## config.mk

```make
export PLATFORM = sky130hd
export DESIGN_NAME = ipv4_rule_packet_filter
export DESIGN_NICKNAME = d
export VERILOG_FILES = /design/src/rtl/ipv4f_pkg.sv /design/src/rtl/ipv4f_rule_table.sv /design/src/rtl/ipv4_rule_packet_filter.sv
export VERILOG_INCLUDE_DIRS = /design/src /design/src/rtl
export SDC_FILE = /design/constraint.sdc
export NUM_CORES = 1
export LEC_CHECK = 0
export ABC_AREA = 1
export BUFFER_PORTS_ARGS = -buffer_cell sky130_fd_sc_hd__buf_4
export CAP_MARGIN = 20
export CELL_PAD_IN_SITES_DETAIL_PLACEMENT = 1
export CELL_PAD_IN_SITES_GLOBAL_PLACEMENT = 2
export CORE_UTILIZATION = 35
export CTS_CLUSTER_DIAMETER = 30
export DETAILED_ROUTE_END_ITERATION = 8
export PLACE_DENSITY = 0.77
export SETUP_SLACK_MARGIN = 0.4
export SYNTH_ARGS = -nofsm -noshare
export SYNTH_HDL_FRONTEND = slang
export SYNTH_SLANG_ARGS = --single-unit
```

## constraint.sdc

```tcl
create_clock -name clk -period 23.8 [get_ports clk]
set_input_delay 7.14 -clock clk [delete_from_list [all_inputs] [get_ports clk]]
set_output_delay 7.14 -clock clk [all_outputs]
set_load 0.02 [all_outputs]
```

## src/rtl/ipv4_rule_packet_filter_assert.svh

```systemverilog
// Assertion macros shared by the IPv4 rule packet filter RTL.
`ifndef IPV4_RULE_PACKET_FILTER_ASSERT_SVH
`define IPV4_RULE_PACKET_FILTER_ASSERT_SVH

// Same-cycle implication, checked on clk and disabled while rst_n is low.
`define IPV4F_ASSERT_IMPL(lbl, ante, cons, msg) \
  lbl: assert property (@(posedge clk) disable iff (!rst_n) (ante) |-> (cons)) \
    else $error(msg);

// Next-cycle implication, checked on clk and disabled while rst_n is low.
`define IPV4F_ASSERT_NEXT(lbl, ante, cons, msg) \
  lbl: assert property (@(posedge clk) disable iff (!rst_n) (ante) |=> (cons)) \
    else $error(msg);

`endif

```

## src/rtl/ipv4f_pkg.sv

```systemverilog
// Types, constants and codes shared by the IPv4 rule packet filter modules.
`timescale 1ns / 1ps
package ipv4f_pkg;

  // Configuration port.
  localparam int CFG_INDEX_W   = 3;
  localparam int CFG_DATA_W    = 64;
  localparam int CFG_RULES     = 3;
  localparam int CFG_REG_COUNT = 2 * CFG_RULES;

  // Rule control register layout.
  localparam int CTL_W         = 10;
  localparam int CTL_PROTO_W   = 8;
  localparam int CTL_DROP_BIT  = 8;
  localparam int CTL_VALID_BIT = 9;
  localparam int ADDR_W        = 32;

  // Parameter defaults.
  localparam int RULE_COUNT_DEF  = 3;
  localparam int COUNT_WIDTH_DEF = 32;

  // Result field widths.
  localparam int TOTAL_W    = 32;
  localparam int RULE_IDX_W = 2;
  localparam logic [RULE_IDX_W-1:0] RULE_NONE = 2'd3;

  // Frame layout, in byte positions from the destination MAC.
  localparam int POS_W           = 16;
  localparam int POS_ETYPE_HI    = 12;
  localparam int POS_ETYPE_LO    = 13;
  localparam int POS_IHL         = 14;
  localparam int POS_PROTO       = 23;
  localparam int POS_SRC_FIRST   = 26;
  localparam int POS_DST_FIRST   = 30;
  localparam int POS_DST_LAST    = 33;
  localparam int MIN_FRAME_BYTES = 34;
  localparam int ETH_HDR_BYTES   = 14;
  localparam int MIN_IP_HDR_BYTES = 20;
  localparam logic [7:0]  IHL_MASK       = 8'h0F;
  localparam logic [15:0] ETHERTYPE_IPV4 = 16'h0800;

  typedef enum logic [1:0] {
    VERDICT_PASS  = 2'd0,
    VERDICT_DROP  = 2'd1,
    VERDICT_ABORT = 2'd2
  } verdict_t;

  typedef struct packed {
    logic [7:0] frame_byte;
    logic       frame_end;
    logic       empty_frame;
  } in_item_t;

  typedef struct packed {
    verdict_t              verdict;
    logic [RULE_IDX_W-1:0] matched_rule;
    logic                  header_ok;
    logic [TOTAL_W-1:0]    processed_total;
    logic [TOTAL_W-1:0]    allowed_total;
    logic [TOTAL_W-1:0]    dropped_total;
    logic [TOTAL_W-1:0]    invalid_total;
  } out_item_t;

  // Outcome of the rule lookup for one header.
  typedef struct packed {
    logic                  hit;
    logic                  drop;
    logic [RULE_IDX_W-1:0] idx;
  } rule_hit_t;

endpackage

```

## src/rtl/ipv4f_rule_table.sv

```systemverilog
// Rule registers with their configuration write decode and the first-match lookup.
`timescale 1ns / 1ps
module ipv4f_rule_table #(
  parameter int RULE_COUNT = ipv4f_pkg::RULE_COUNT_DEF
) (
  input  logic                             clk,
  input  logic                             rst_n,
  input  logic                             cfg_we,
  input  logic [ipv4f_pkg::CFG_INDEX_W-1:0] cfg_index,
  input  logic [ipv4f_pkg::CFG_DATA_W-1:0]  cfg_data,
  input  logic [ipv4f_pkg::ADDR_W-1:0]      src_addr,
  input  logic [ipv4f_pkg::ADDR_W-1:0]      dst_addr,
  input  logic [7:0]                        ip_proto,
  output ipv4f_pkg::rule_hit_t              hit
);
  import ipv4f_pkg::*;

  // Rule slots past the register list never match and hold no storage.
  localparam int RULE_USED = (RULE_COUNT < CFG_RULES) ? RULE_COUNT : CFG_RULES;

  logic [CFG_DATA_W-1:0] addr_r [RULE_USED];
  logic [CTL_W-1:0]      ctl_r  [RULE_USED];
  logic                  idx_ok;

  assign idx_ok = (32'(cfg_index) < CFG_REG_COUNT);

  always_ff @(posedge clk) begin
    if (!rst_n) begin
      for (int i = 0; i < RULE_USED; i++) begin
        addr_r[i] <= '0;
        ctl_r[i]  <= '0;
      end
    end else if (cfg_we && idx_ok) begin
      for (int i = 0; i < RULE_USED; i++) begin
        if (cfg_index[CFG_INDEX_W-1:1] == (CFG_INDEX_W-1)'(i)) begin
          if (cfg_index[0]) begin
            ctl_r[i] <= cfg_data[CTL_W-1:0];
          end else begin
            addr_r[i] <= cfg_data;
          end
        end
      end
    end
  end

  // Walk from the last rule down so the lowest matching index wins.
  always_comb begin
    logic [ADDR_W-1:0]      rs;
    logic [ADDR_W-1:0]      rd;
    logic [CTL_PROTO_W-1:0] rp;
    hit.hit  = 1'b0;
    hit.drop = 1'b0;
    hit.idx  = RULE_NONE;
    for (int i = RULE_USED - 1; i >= 0; i--) begin
      rs = addr_r[i][CFG_DATA_W-1:ADDR_W];
      rd = addr_r[i][ADDR_W-1:0];
      rp = ctl_r[i][CTL_PROTO_W-1:0];
      if (ctl_r[i][CTL_VALID_BIT] &&
          (rs == '0 || rs == src_addr) &&
          (rd == '0 || rd == dst_addr) &&
          (rp == '0 || rp == ip_proto)) begin
        hit.hit  = 1'b1;
        hit.drop = ctl_r[i][CTL_DROP_BIT];
        hit.idx  = RULE_IDX_W'(i);
      end
    end
  end

endmodule

```

## src/rtl/ipv4_rule_packet_filter.sv

```systemverilog
// Top level of the IPv4 rule packet filter: header capture, verdict, counters, output buffer.
`timescale 1ns / 1ps
// The filter takes an Ethernet frame one byte per item, starting at the destination MAC,
// and returns one result item per frame: at the byte marked frame_end, or at an empty-frame
// mark, which discards any partial frame and reports an abort. While bytes stream in, the
// EtherType, the IHL nibble, the protocol and both IPv4 addresses are captured. At the last
// byte the header is checked (at least 34 bytes, EtherType 0x0800, IHL*4 of 20 or more and
// a header that fits in the frame); a usable header is then tried against the rules in index
// order, a zero field acting as a wildcard, and the first enabled rule that matches passes
// or drops the frame, while no match passes it. Four saturating counters are reported with
// every result, already including the frame just finished. One item is accepted every clock
// cycle while in_stall is low: the capture, the rule compare and the counter update for an
// item are combinational between the capture registers and the output register, so a result
// is registered as its final byte is taken. The result side is a two-entry buffer (output
// register plus skid register); in_stall rises only while both hold results that the
// consumer has not taken. Configuration writes are always ready and must be made while no
// frame is in progress.
module ipv4_rule_packet_filter #(
  parameter int RULE_COUNT  = ipv4f_pkg::RULE_COUNT_DEF,
  parameter int COUNT_WIDTH = ipv4f_pkg::COUNT_WIDTH_DEF
) (
  input  logic                              clk,
  input  logic                              rst_n,
  input  logic                              in_valid,
  output logic                              in_stall,
  input  ipv4f_pkg::in_item_t               in_data,
  output logic                              out_valid,
  input  logic                              out_stall,
  output ipv4f_pkg::out_item_t              out_data,
  input  logic                              cfg_valid,
  output logic                              cfg_ready,
  input  logic [ipv4f_pkg::CFG_INDEX_W-1:0] cfg_index,
  input  logic [ipv4f_pkg::CFG_DATA_W-1:0]  cfg_data
);
  import ipv4f_pkg::*;

`include "ipv4_rule_packet_filter_assert.svh"

  localparam logic [COUNT_WIDTH-1:0] COUNT_MAX = '1;

  // Per-frame capture state.
  logic [POS_W-1:0]  pos_r;
  logic [15:0]       etype_r;
  logic [3:0]        ihl_r;
  logic [7:0]        proto_r;
  logic [ADDR_W-1:0] src_r;
  logic [ADDR_W-1:0] dst_r;

  // Values after taking in the current byte.
  logic [POS_W-1:0]  pos_nxt;
  logic [15:0]       etype_nxt;
  logic [3:0]        ihl_nxt;
  logic [7:0]        proto_nxt;
  logic [ADDR_W-1:0] src_nxt;
  logic [ADDR_W-1:0] dst_nxt;

  // Frame counters.
  logic [COUNT_WIDTH-1:0] processed_r, allowed_r, dropped_r, invalid_r;
  logic [COUNT_WIDTH-1:0] processed_nxt, allowed_nxt, dropped_nxt, invalid_nxt;

  // Output buffer.
  out_item_t out_data_r;
  out_item_t skid_data_r;
  logic      out_valid_r;
  logic      skid_valid_r;

  logic      in_accept;
  logic      out_pop;
  logic      push;
  logic      header_ok;
  logic [5:0] hdr_bytes;
  rule_hit_t  rule_hit;
  out_item_t  result;

  assign in_accept  = in_valid && !in_stall;
  assign out_pop    = out_valid_r && !out_stall;
  assign push       = in_accept && (in_data.empty_frame || in_data.frame_end);

  // The stall only depends on the skid register, so it is a clean registered signal.
  assign in_stall  = skid_valid_r;
  assign out_valid = out_valid_r;
  assign out_data  = out_data_r;
  assign cfg_ready = 1'b1;

  // Header capture for the byte at the current position.
  always_comb begin
    etype_nxt = etype_r;
    ihl_nxt   = ihl_r;
    proto_nxt = proto_r;
    src_nxt   = src_r;
    dst_nxt   = dst_r;
    if (pos_r == POS_W'(POS_ETYPE_HI) || pos_r == POS_W'(POS_ETYPE_LO)) begin
      etype_nxt = {etype_r[7:0], in_data.frame_byte};
    end else if (pos_r == POS_W'(POS_IHL)) begin
      ihl_nxt = 4'(in_data.frame_byte & IHL_MASK);
    end else if (pos_r == POS_W'(POS_PROTO)) begin
      proto_nxt = in_data.frame_byte;
    end else if (pos_r >= POS_W'(POS_SRC_FIRST) && pos_r < POS_W'(POS_DST_FIRST)) begin
      src_nxt = {src_r[ADDR_W-9:0], in_data.frame_byte};
    end else if (pos_r >= POS_W'(POS_DST_FIRST) && pos_r <= POS_W'(POS_DST_LAST)) begin
      dst_nxt = {dst_r[ADDR_W-9:0], in_data.frame_byte};
    end
    // The position saturates on very long frames, which cannot change any check.
    pos_nxt = pos_r + POS_W'(pos_r != '1);
  end

  // After the last byte, pos_nxt is the frame length.
  assign hdr_bytes = {ihl_nxt, 2'b00};
  assign header_ok = (pos_nxt >= POS_W'(MIN_FRAME_BYTES)) &&
                     (etype_nxt == ETHERTYPE_IPV4) &&
                     (hdr_bytes >= 6'(MIN_IP_HDR_BYTES)) &&
                     (POS_W'(ETH_HDR_BYTES) + POS_W'(hdr_bytes) <= pos_nxt);

  ipv4f_rule_table #(
    .RULE_COUNT (RULE_COUNT)
  ) u_rule_table (
    .clk       (clk),
    .rst_n     (rst_n),
    .cfg_we    (cfg_valid && cfg_ready),
    .cfg_index (cfg_index),
    .cfg_data  (cfg_data),
    .src_addr  (src_nxt),
    .dst_addr  (dst_nxt),
    .ip_proto  (proto_nxt),
    .hit       (rule_hit)
  );

  // Counter updates and the result item for this byte.
  always_comb begin
    processed_nxt = processed_r;
    allowed_nxt   = allowed_r;
    dropped_nxt   = dropped_r;
    invalid_nxt   = invalid_r;

    result.verdict      = VERDICT_PASS;
    result.matched_rule = RULE_NONE;
    result.header_ok    = 1'b0;

    if (in_data.empty_frame) begin
      invalid_nxt    = invalid_r + COUNT_WIDTH'(invalid_r != COUNT_MAX);
      result.verdict = VERDICT_ABORT;
    end else if (in_data.frame_end) begin
      processed_nxt = processed_r + COUNT_WIDTH'(processed_r != COUNT_MAX);
      if (!header_ok) begin
        invalid_nxt = invalid_r + COUNT_WIDTH'(invalid_r != COUNT_MAX);
      end else begin
        result.header_ok = 1'b1;
        if (rule_hit.hit) begin
          result.matched_rule = rule_hit.idx;
        end
        if (rule_hit.hit && rule_hit.drop) begin
          dropped_nxt    = dropped_r + COUNT_WIDTH'(dropped_r != COUNT_MAX);
          result.verdict = VERDICT_DROP;
        end else begin
          allowed_nxt = allowed_r + COUNT_WIDTH'(allowed_r != COUNT_MAX);
        end
      end
    end

    result.processed_total = TOTAL_W'(processed_nxt);
    result.allowed_total   = TOTAL_W'(allowed_nxt);
    result.dropped_total   = TOTAL_W'(dropped_nxt);
    result.invalid_total   = TOTAL_W'(invalid_nxt);
  end

  // Capture registers; a finished or aborted frame clears them for the next one.
  always_ff @(posedge clk) begin
    if (!rst_n) begin
      pos_r   <= '0;
      etype_r <= '0;
      ihl_r   <= '0;
      proto_r <= '0;
      src_r   <= '0;
      dst_r   <= '0;
    end else if (in_accept) begin
      if (in_data.empty_frame || in_data.frame_end) begin
        pos_r   <= '0;
        etype_r <= '0;
        ihl_r   <= '0;
        proto_r <= '0;
        src_r   <= '0;
        dst_r   <= '0;
      end else begin
        pos_r   <= pos_nxt;
        etype_r <= etype_nxt;
        ihl_r   <= ihl_nxt;
        proto_r <= proto_nxt;
        src_r   <= src_nxt;
        dst_r   <= dst_nxt;
      end
    end
  end

  always_ff @(posedge clk) begin
    if (!rst_n) begin
      processed_r <= '0;
      allowed_r   <= '0;
      dropped_r   <= '0;
      invalid_r   <= '0;
    end else if (in_accept) begin
      processed_r <= processed_nxt;
      allowed_r   <= allowed_nxt;
      dropped_r   <= dropped_nxt;
      invalid_r   <= invalid_nxt;
    end
  end

  // Two-entry result buffer. The skid register only fills while the output register
  // holds a result that is not being taken, and it always drains first.
  always_ff @(posedge clk) begin
    if (!rst_n) begin
      out_valid_r  <= 1'b0;
      skid_valid_r <= 1'b0;
    end else if (skid_valid_r) begin
      if (out_pop) begin
        skid_valid_r <= 1'b0;
      end
    end else if (!out_valid_r || out_pop) begin
      out_valid_r <= push;
    end else if (push) begin
      skid_valid_r <= 1'b1;
    end
  end

  always_ff @(posedge clk) begin
    if (skid_valid_r) begin
      if (out_pop) begin
        out_data_r <= skid_data_r;
      end
    end else if (!out_valid_r || out_pop) begin
      if (push) begin
        out_data_r <= result;
      end
    end else if (push) begin
      skid_data_r <= result;
    end
  end

  `IPV4F_ASSERT_IMPL(a_skid_behind_out, skid_valid_r, out_valid_r,
    "skid register holds a result while the output register is empty")

  `IPV4F_ASSERT_NEXT(a_frame_clears_pos, push, pos_r == '0,
    "byte position not cleared after a frame ended")

  `IPV4F_ASSERT_IMPL(a_drop_has_rule,
    out_valid_r && out_data_r.verdict == VERDICT_DROP,
    out_data_r.header_ok && out_data_r.matched_rule != RULE_NONE,
    "drop verdict without a parsed header and a matching rule")

  `IPV4F_ASSERT_IMPL(a_abort_clean,
    out_valid_r && out_data_r.verdict == VERDICT_ABORT,
    !out_data_r.header_ok && out_data_r.matched_rule == RULE_NONE,
    "aborted frame reports a header or a rule")

endmodule

```

## Word level (Yosys, flattened, before mapping)

Memories as Yosys holds them, arrays and structs flattened.
Cells that the tools add are included.

- Add/subtract/negate cells: 6
- Multiply operators: 0
- Div/mod/pow operators: 0
- Order comparisons: 8
- Eq/ne operators: 22
- Shift-type cells: 0
- Mux-type cells: 84
- Bitwise operators: 8
- Reductions and logical operators: 49

Operators by type and width:

| cell | count |
|---|---|
| 32-bit two-way mux | 24 |
| 133-bit two-way mux | 4 |
| 32-bit == test | 6 |
| 32-bit zero test | 6 |
| 64-bit two-way mux | 3 |
| 32-bit by 1-bit adder with 32-bit output | 4 |
| 32-bit != test, second input constant | 4 |
| 16-bit by 4-bit == test with 1-bit output, second input constant | 3 |
| 16-bit two-way mux | 3 |
| 16-bit by 5-bit >= comparator with 1-bit output, second input constant | 2 |
| 1-bit two-way mux | 32 |
| 8-bit two-way mux | 4 |
| 10-bit two-way mux | 3 |
| 8-bit == test | 3 |
| 8-bit zero test | 3 |
| 4-bit two-way mux | 6 |
| 1-bit logical AND | 19 |
| 16-bit by 1-bit adder with 16-bit output | 1 |
| 16-bit by 12-bit == test with 1-bit output, second input constant | 1 |
| 16-bit by 5-bit == test with 1-bit output, second input constant | 1 |
| 16-bit by 6-bit >= comparator with 1-bit output, second input constant | 1 |
| 16-bit by 6-bit less-or-equal comparator with 1-bit output, second input constant | 1 |
| 7-bit by 16-bit less-or-equal comparator with 1-bit output | 1 |
| 16-bit by 5-bit < comparator with 1-bit output, second input constant | 1 |
| other kinds (18) | 41 |

- Bits in registers: 504
- Bits in latches: 0
- RAM bits: 222
- ROM bits: 0
- Output and inout port bits: 136
- Logic and storage cells: 205
- Memories kept: 2

Memory list:

| memory | words | width | rd ports | clocked after Yosys merged registers in | wr ports | line | source |
|---|---|---|---|---|---|---|---|
| u_rule_table.addr_r | 3 | 64 | 3 | 0 | 3 | ipv4f_rule_table.sv:21 | `logic [CFG_DATA_W-1:0] addr_r [RULE_USED];` |
| u_rule_table.ctl_r | 3 | 10 | 3 | 0 | 3 | ipv4f_rule_table.sv:22 | `logic [CTL_W-1:0] ctl_r [RULE_USED];` |

## Longest topological paths before layout

Gate-level depths: netlist (run 1).

- Depth after elaboration: 22
- Depth in mapped cells: 29

## By module

Synthesis (run 1) repeated with hierarchy kept, for this count alone.

- Cells, all modules: 4107
- Area, all modules: 35271.3 um^2

Modules (own cells, without submodules):

| module | instances | cells an instance | area an instance (um^2) | sequential area each (um^2) |
|---|---|---|---|---|
| ipv4_rule_packet_filter | 1 | 3018 | 24275.8 | 12752.2 |
| ipv4f_rule_table | 1 | 1089 | 10995.5 | 6666.4 |

## Worst setup path after synthesis (run 1)

Ideal clock, no wire load.

- Kind: input to register
- Start: input port in_valid
- End: register out_data_r, in the netlist out_data[0], enable pin
- Library setup time: 0.828 ns
- Data arrival time: 16.984 ns
- Setup slack: 5.987 ns
- Cell stages on the path: 4
- Cells stage by stage: nand2_1 > nor2_1 > inv_1 > a21boi_0

- Word-level cells in the longest chain between the ends: 4

Ends and longest elaborated chain:

| item | line | source |
|---|---|---|
| from (decl) | ipv4_rule_packet_filter.sv:24 | `input logic in_valid,` |
| 1-bit logical AND | ipv4_rule_packet_filter.sv:75 | `assign in_accept = in_valid && !in_stall;` |
| 1-bit logical AND | ipv4_rule_packet_filter.sv:77 | `assign push = in_accept && (in_data.empty_frame \|\| in_data.frame_end);` |
| 2-bit nonzero test (no line) | -- |  |
| 3-bit AND reduction (no line) | -- |  |
| to (signal assigned) | ipv4_rule_packet_filter.sv:228 | `out_data_r <= skid_data_r;` |
| to (signal assigned) | ipv4_rule_packet_filter.sv:232 | `out_data_r <= result;` |
| to (decl) | ipv4_rule_packet_filter.sv:62 | `out_item_t out_data_r;` |

Every way passes these cells.
A chain may end at the register's enable or synchronous reset.

## Worst setup path after layout (run 1)

- Start: input port in_data[3] (netlist bit)
- End: register out_data_r, in the netlist out_data[35] (data pin)

- Word-level cells in the longest chain between the ends: 20
- Elaborated cells on any way between the ends: 60
- Those cells by class: add/sub (1); order compare (2); eq/ne (10); mux (25); reduce/logical (22)

Ends and longest elaborated chain:

| item | line | source |
|---|---|---|
| from (decl) | ipv4_rule_packet_filter.sv:26 | `input ipv4f_pkg::in_item_t in_data,` |
| 32-bit two-way mux, on equally long branches | ipv4_rule_packet_filter.sv:100, ipv4_rule_packet_filter.sv:98 |  |
| 32-bit two-way mux, on equally long branches | ipv4_rule_packet_filter.sv:98, ipv4_rule_packet_filter.sv:96 |  |
| 32-bit two-way mux, on equally long branches | ipv4_rule_packet_filter.sv:96, ipv4_rule_packet_filter.sv:94 |  |
| 32-bit two-way mux, on equally long branches | ipv4_rule_packet_filter.sv:94, ipv4_rule_packet_filter.sv:92 |  |
| 32-bit two-way mux or 32-bit == test (tied branches) | ipv4_rule_packet_filter.sv:92, ipv4f_rule_table.sv:59 |  |
| 32-bit == test or 1-bit logical OR (tied branches) | ipv4f_rule_table.sv:60, ipv4f_rule_table.sv:59 |  |
| 1-bit logical OR or 1-bit logical AND (tied branches) | ipv4f_rule_table.sv:60, ipv4f_rule_table.sv:58 |  |
| 1-bit logical AND | ipv4f_rule_table.sv:59 | `(rs == '0 \|\| rs == src_addr) &&` |
| (+5 left out) | -- |  |
| 32-bit two-way mux | ipv4_rule_packet_filter.sv:151 | `if (rule_hit.hit && rule_hit.drop) begin` |
| 32-bit two-way mux (*) | ipv4_rule_packet_filter.sv:144 | `if (!header_ok) begin` |
| 32-bit two-way mux (*) | ipv4_rule_packet_filter.sv:142 | `end else if (in_data.frame_end) begin` |
| 32-bit two-way mux (*) | ipv4_rule_packet_filter.sv:139 | `if (in_data.empty_frame) begin` |
| named net dropped_nxt[3] | ipv4_rule_packet_filter.sv:59 | `logic [COUNT_WIDTH-1:0] processed_nxt, allowed_nxt, dropped_nxt, invalid_nxt;` |
| 133-bit two-way mux (*) | ipv4_rule_packet_filter.sv:231 | `if (push) begin` |
| 133-bit two-way mux (*) | ipv4_rule_packet_filter.sv:230 | `end else if (!out_valid_r \|\| out_pop) begin` |
| 133-bit two-way mux (*) | ipv4_rule_packet_filter.sv:226 | `if (skid_valid_r) begin` |

Mark *: on every way through the listed nets, which the timed path passes. The rest lies on a longest branch. The select of a mux whose other input is x is not followed.

==> metrics.md, run 1 <==
| Metric | Value |
|---|---|
| Status | finished, final reports clean |
| Inserted Diodes | 0 |
| 1st-iter DRT viols | between 1,500 and 2,000 |
| # resized after CTS | 0 |
| Gr ovfl total | 0 |
| Core Box Area | 0.104 sq mm |
| Fin crit share | roughly 44% |
| Critical Path, Cell by Cell | buf_4, o21ai_0, ha_1, ha_1, nand2_1, a21oi_1, a211oi_1, o21ai_0, a21oi_1, o21ai_0, nand3_1, nand3_2, nor2_4, buf_4, inv_1, nor2_1, nand2_1, nand2_1, nand2_1, nand2_1, nand2_1 |
| Die X | 327 um |
| Syn Area/Cell | around 8 sq um |
| Placed Cells | 6,073 |
| Via count | ~32,000 |
| Cell Pwr Density | just over 90 mW/mm^2 |
| Worst Tran Pin Value | between 1 and 1.5 ns |
| Area growth syn-to-layout | 25.5% |
| Worst-Skew Late Latency | about 0.78 ns |
| Filler cells | between 10,000 and 15,000 |
| Fmax | around 0.095 GHz |
| Critical Path Start | in_data[3] |
| Largest net degree at the start of global routing | roughly 90 |
| Worst hold path startpoint | src_r[24] |
| Most frequent CP cell | nand2_1 |
| Clock Sinks | between 700 and 800 |
| Sequential area share after synthesis | roughly 53% |
| R2R depth | 26 |
| CP required | 24.33 ns |
| Share of cells above drive strength 1 | roughly an eighth |
| Routed Antenna Nets | 0 |
| First-pass GRT wire length | ~190,000 um |
| Antenna violations before repair | 3 |
| Synth Area in Adders | less than 1% |
| WP depth | 21 |
| Relative slew slack | a little under a third |
| Max cap viols | 0 |
| Worst slack, placed | ~12 ns |
| Fraction of the mapped netlist area in simple logic gates | 29.7% |
| Total track usage | between 20% and 30% |
| Wire per inst | 18.8 um |
| Lkg Pwr | around 20 nW |
| TNS Setup | 0 ns |
| Mapped Cells | 4,614 |
| Buf+Inv Stages, Crit Path | 3 |
| Design area | approximately 0.046 sq mm |
| CTS buffer count | approximately 190 |
| RSZ-0062 raised after global routing | no |
| Clk slew on worst S/H paths | 0.04 ns |
| Post-place instance area | slightly below 0.04 sq mm |
| Num rows | 118 |
| Slack of the critical path | between 10 and 15 ns |
| Clock Path Buffers | 3 |
| Final Hold Viols | 0 |
| Crit path DAT | between 10 and 15 ns |
| Crit path capture type | register |
| Crit path kind | input pin to register |
| Netlist cell types | 50 |
| Post-DP HPWL | 82,100 um |
| CTS tree | built |
| Min cycle time layout | 10.53 ns |
| Initial Util | between 30 and 40% |
| CP Launch Type | input pin |
| Port Buffers | about 220 |
| Mapped cell area | between 0.03 and 0.04 sq mm |
| Crit-path max cell delay | 0.72 ns |
| CP top delay family | simple AND/OR/NAND/NOR gates |
| Drt via density | 4.94 |
| DRT Pass-1 Iters | 5 |
| H-tree levels | 4 |
| Largest family of logic cells by synthesized area | simple AND/OR/NAND/NOR gates |
| # Post-CTS Setup Buffers | 0 |
| # DRC | 0 |
| Leading cell type in the layout, fill and taps excluded | nand2_1 |
| Die area | 0.107 sq mm |
| Hold Buf Count CTS | 0 |
| Detailed-route wire length | between 100,000 and 150,000 um |
| Fin cells | 6,435 |
| Final Max Tran Viols | 0 |
| Synthesized net count | about 4,700 |
| Yosys reg bits | between 700 and 800 |
| Mux share of post-synthesis cell area | less than 1% |
| Die height | about 330 um |
| Clock Skew | around 0.037 ns |
| Hold depth | 2 |
| Seq. cell area | between 0.015 and 0.02 sq mm |
| Root buffer cell | clkbuf_16 |
| Final Setup Violations | 0 |
| XOR/XNOR share of the synthesized area | approximately 2.2% |
| Most frequent cells in the layout | nand2_1, inv_1, edfxtp_1, nand3_1, nor2_1 |
| Nets@finish | about 5,000 |
| Ys Warns | 0 |
| Peak fanout along the critical path | 78 |
| Worst hold path class | register to register |
| Final Wtd Congestion | between 0.8 and 0.9 |
| Peak VDD IR | 0.0000580 V |
| Complex-gate fraction of the synthesized area | 6.15% |
| I/O pins | 218 |
| Vias in the first global route | 32,992 |
| CP max stage cell | buf_4 |
| Multi-input gate area | around 0.014 sq mm |
| RR Startpoint | pos_r[2] |
## worst paths after layout
path / endpoint / slack [ns]
setup reg to reg: out_data[32] / 18.28
hold / removal: src_r[24] / 0.46
hold reg to reg: src_r[24] / 0.46
setup / recovery: out_data[35] / 13.27
## per-stage QoR
step           power (W)  utilization (%)  hold WS (ns)
2_1_floorplan    0.00165                -         0.445
3_3_place_gp     0.00176             38.2         0.451
3_5_place_dp     0.00177             38.2         0.456
4_1_cts          0.00437             44.5         0.463
5_1_grt          0.00446             44.5         0.478
6_report         0.00432             44.5         0.462
## kinds of logic (layout without fill, tap and decap cells)
| group | count (synthesis) | in the layout |
|---|---|---|
| flip-flops | 726 | 726 |
| other | 1 | 1 |
| adder cells (fa/ha/maj) | 17 | 17 |
| XOR/XNOR | 94 | 94 |
| multiplexers | 1 | 1 |
| AO/OA/AOI/OAI | 430 | 430 |
| AND/OR/NAND/NOR | 2533 | 2533 |
| buffers and inverters | 812 | 1253 |
## cell type report
| class | count | area share [%] |
|---|---|---|
| flip-flops and latches | 726 | 41.9 |
| clock buffers | 242 | 10.9 |
| multi-input cells | 3076 | 30.9 |
| repair buffers | 249 | 4.08 |
| clock inverters | 119 | 3.21 |
| inverters | 643 | 5.23 |
| well taps | 1380 | 3.73 |
## worst register-to-register path: cells and delay by family (launching register included)
kind / cells / cell delay [ns]
and+or+nand+nor: 22 / 4.01
DFF: 1 / 0.51
buffers and inverters: 2 / 0.49
AOI/OAI and AO/OA: 2 / 0.25
## cells in the mapped netlist, drive strengths merged
cell,instances,area share [%]
and3,3,0.051
nand2,1551,16
nand4,129,2.3
nor2,305,3.3
nor2b,1,0.017
a2bb2oi,2,0.047
dfxtp,238,13
and2,2,0.034
nor3b,3,0.061
o21ai,176,2.5
mux2i,1,0.027
ha,17,0.58
a211oi,1,0.020
a21oi,224,3.0
nand3b,49,1.0
a31oi,8,0.14
nor4,71,1.2
conb,1,0.010
clkbuf,103,1.0
xor2,89,2.1
edfxtp,488,40
o21bai,2,0.041
a21boi,4,0.091
or2,7,0.12
xnor2,5,0.12
buf,66,1.2
a21o,1,0.020
or3,2,0.034
or3b,1,0.024
nor3,72,0.98
o21a,1,0.020
o22ai,11,0.19
inv,643,6.5
nand3,337,4.7
## registers in the layout (all words and copies together), names as in the netlist
register and count:
u_rule_table.addr_r 192, out_data 133, skid_data_r 133, allowed_r 32, dropped_r 32, dst_r 32, invalid_r 32, processed_r 32
src_r 32, u_rule_table.ctl_r 30, etype_r 16, pos_r 16, proto_r 8, ihl_r 4, in_stall 1, out_valid 1
## per-layer routing
metal	global-route usage (%)	routed length [um]	up-vias	share of wire, %
met4	6.82	2440	6	2.0
met2	37.6	57600	593	47
met1	30.2	56400	15306	47
met5	0	35	-	0.029
li1	-	-	15688	-
met3	3.76	4790	180	3.9
## power by group
group          internal [W]  total (W)  switching (W)
Sequential          0.00143    0.00148      0.0000529
Combinational     0.0000853   0.000265       0.000179
Clock               0.00175    0.00257       0.000825
Total               0.00326    0.00432        0.00106
Power figures use the tool's default switching activity.
==> run 2: changes to the inputs <==
CORE_UTILIZATION = 33   (was 35)
clock period = 8.6 ns   (was 23.8 ns; I/O delays follow)
==> run 2 against run 1 <==
Against the previous run:
- register-to-register slack worse by 16 ns
- via count is 0.53% higher
- wire length is 1.8% higher
- flip-flop and latch count stayed put
- die area is 6.0% higher
- first-iteration DRC count is 3.8% higher
- cell area is 1.1% higher
- utilization is 2.3 points lower
- clock power grew to 2.9 times the previous value
- power grew to 2.9 times the previous value
- worst setup slack worse by 11 ns
- sequential power grew to 2.8 times the previous value
- highest routed layer unchanged
==> metrics.md, run 2 (synthesized netlist as in run 1, its figures left out) <==
| Metric | Value |
|---|---|
| Status | finished, final reports clean |
| Combinational share of power | 6.0% (about the same) |
| Min cycle time layout | between 6 and 7 ns |
| Psw | 0.00304 W (+190%) |
| Post-DP HPWL | 84,100 um (+2.4%) |
| Nets@finish | 4,987 (+0.020%) |
| Placed Cells | 6,181 (+1.8%) |
| CTS tree | built |
| Clock Skew | 0.0466 ns (+0.00924 ns) |
| Antenna violations before repair | 4 (+1) |
| Die height | 337 um (+3.0%) |
| Sink of the worst hold path | etype_r[8] |
| Detailed-route wire length | 123,000 um (+1.8%) |
| Crit path kind | input pin to register |
| RR Startpoint | pos_r[2] |
| Worst-Skew Late Latency | 0.77 ns (about the same) |
| Cell Pwr Density | 263 mW/mm^2 (+180%) |
| Drt via density | 4.88 (-1.2%) |
| Crit path capture type | register |
| Routed Antenna Nets | 0 (unchanged) |
| Worst hold path startpoint | etype_r[8] |
| Vias in the first global route | 33,294 (+0.92%) |
| # DRC | 0 (unchanged) |
| TNS Setup | 0 ns (unchanged) |
| Fmax | ~0.16 GHz |
| Share of cells above drive strength 1 | 13.2% (+0.68 points) |
| Peak fanout along the critical path | 23 (-71%) |
| First-pass GRT wire length | 191,000 um (+0.87%) |
| Critical Path, Cell by Cell | buf_4, o21ai_0, ha_1, ha_1, nand2_1, a21oi_1, a211oi_1, o21ai_0, a21oi_1, o21ai_0, nand3_1, nand3_2, nand2_1, nand2_1, inv_2, nor3_1, inv_1, o21ai_0, o21ai_0 |
| Peak VDD IR | 0.000204 V (+250%) |
| Final core occ | 42.3% (-2.3 points) |
| Die X | 337 um (+3.0%) |
| I/O pins | 218 (unchanged) |
| Core Box Area | 0.111 sq mm (+6.5%) |
| Port Buffers | 216 (unchanged) |
| Final Setup Violations | 0 (unchanged) |
| # resized after CTS | 0 (unchanged) |
| Inserted Diodes | 0 (unchanged) |
| Largest net degree at the start of global routing | 90 (-2.2%) |
| Total track usage | 21.7% (-0.94 points) |
| Relative slew slack | 27.3% (-3.9 points) |
| Area growth syn-to-layout | 26.8% |
| Final Hold Viols | 0 (unchanged) |
| # Post-CTS Setup Buffers | 0 (unchanged) |
| Worst R2R Setup Slack | 2.73 ns (-15.55 ns) |
| R2R depth | 27 (+3.8%) |
| Fin crit share | a little under three quarters |
| Worst hold path class | register to register |
| Wire per inst | 18.8 um (about the same) |
| Largest Register | u_rule_table.addr_r |
| Share of power burned in registers | 33.3% (-1.0 points) |
| Worst Tran Pin Value | 1.09 ns (+0.0609 ns) |
| Via count | 31,942 (+0.53%) |
| CP max stage cell | nand2_1 |
| Clk slew on worst S/H paths | 0.05 ns (about the same) |
| Clock Sinks | 726 (unchanged) |
| Root buffer cell | clkbuf_16 |
| CTS buffer count | 193 (+1.0%) |
| Die area | 0.113 sq mm (+6.0%) |
| Gr ovfl total | 0 (unchanged) |
| Buf+Inv Stages, Crit Path | 3 (unchanged) |
| Clock power share | 60.7% (+1.2 points) |
| Crit-path max cell delay | 0.69 ns (-0.03 ns) |
| Filler cells | 13,149 (+6.3%) |
| Clock Path Buffers | 3 (unchanged) |
| H-tree levels | 4 (unchanged) |
| Fin cells | 6,548 (+1.8%) |
| Crit path DAT | 6.67 ns (-4.39 ns) |
| Reg-to-Reg End | out_data[72] |
| Max cap viols | 0 (unchanged) |
| CP top delay family | simple AND/OR/NAND/NOR gates |
| Max reg flops | 192 (unchanged) |
| Final Wtd Congestion | 0.840 (+3.1%) |
| Hold Buf Count CTS | 0 (unchanged) |
| Sw frac | 24.7% (+0.18 points) |
| Final Max Tran Viols | 0 (unchanged) |
| Hold depth | 2 (unchanged) |
| Internal power | 0.00928 W (+180%) |
| CP Launch Type | input pin |
| CP required | 9.10 ns (-15.23 ns) |
| Most frequent CP cell | o21ai_0 |
| DRT Pass-1 Iters | 5 (unchanged) |
| Leading cell type in the layout, fill and taps excluded | nand2_1 |
| Most frequent cells in the layout | nand2_1, inv_1, edfxtp_1, nand3_1, nor2_1 |
| Initial Util | 33.3% (-2.2 points) |
| Lkg Pwr | 20.2 nW (+0.62%) |
| Num rows | 122 (+3.4%) |
| 1st-iter DRT viols | 1,689 (+3.8%) |
| RSZ-0062 raised after global routing | no |
run 2: changes by cell type in the layout (fill, tap and decap cells not counted), sizes merged:
| cell | change |
|---|---|
| buf | -1 |
| clkinv | -11 |
| clkbuf | -18 |
| clkinvlp | +16 |
| inv | +13 |
| bufinv | +6 |
run 2: area by class of cell:
cell class / instances / area, sq um / area share [%]
timing repair buffer: 248 / 1900 / 4.06
multi-input combinational: 3076 / 14300 / 30.6
clock buffer: 224 / 5070 / 10.8
clock inverter: 143 / 1830 / 3.91
inverter: 643 / 2420 / 5.17
sequential: 726 / 19400 / 41.5
tap: 1488 / 1860 / 3.97
run 2: routing by layer:
metal  global-route usage [%]  vias up  part of all wire [%]
met5                        0        -                 0.045
met4                     6.35        8                   2.0
met3                     3.77      183                   4.0
met2                     36.9      584                    48
met1                     28.1    15494                    46
li1                         -    15673                     -
run 2: through the flow:
step	worst slack, ns	power, W	hold WS (ns)	area (sq um)
finish	2.43	0.0123	0.463	46800
global route	2.00	0.0127	0.486	46800
CTS	2.46	0.0124	0.463	46800
detailed placement	1.67	0.00490	0.456	39900
global placement	1.68	0.00488	0.452	39900
floorplan	0.810	0.00456	0.445	36900
run 2: power by group through the flow:
stage	clock network, W	logic, W	registers (W)
2_1_floorplan	0	0.000392	0.00417
3_3_place_gp	0	0.000723	0.00416
3_5_place_dp	0	0.000741	0.00416
4_1_cts	0.00760	0.000748	0.00410
5_1_grt	0.00779	0.000821	0.00412
6_report	0.00748	0.000734	0.00410
run 2: worst reg2reg max path, cell delays in order (launching register included):
cell     delay [ns]
dfxtp_1        0.55
nand2_1        0.20
nand2_1        0.12
nand3_1        0.11
nor2_4         0.09
buf_4          0.43
nand2_2        0.64
nand2_1        0.41
nand2_1        0.14
nand2_1        0.08
nand2_1        0.05
inv_1          0.05
nand2_1        0.04
nor2_1         0.16
nand2_1        0.13
nor2_1         0.10
nand2_1        0.06
nand2_1        0.26
nand3_1        0.18
nand2_1        0.13
nor2_1         0.08
nor2_4         0.82
buf_4          0.39
nand3_1        0.10
nand2_1        0.09
nand2_1        0.07
nand2_1        0.06
nand2_1        0.07
run 2: worst max-delay path by stage:
stage | cells after the start | end | from | slack (ns)
2_1_floorplan | 3 | u_rule_table.addr_r[0][100] | cfg_index[2] | 0.81
3_3_place_gp | 19 | out_data[8] | in_data[3] | 1.68
3_5_place_dp | 19 | out_data[8] | in_data[3] | 1.67
4_1_cts | 20 | out_data[30] | in_data[3] | 2.46
5_1_grt | 20 | out_data[30] | in_data[3] | 2.00
6_report | 19 | out_data[8] | in_data[3] | 2.43
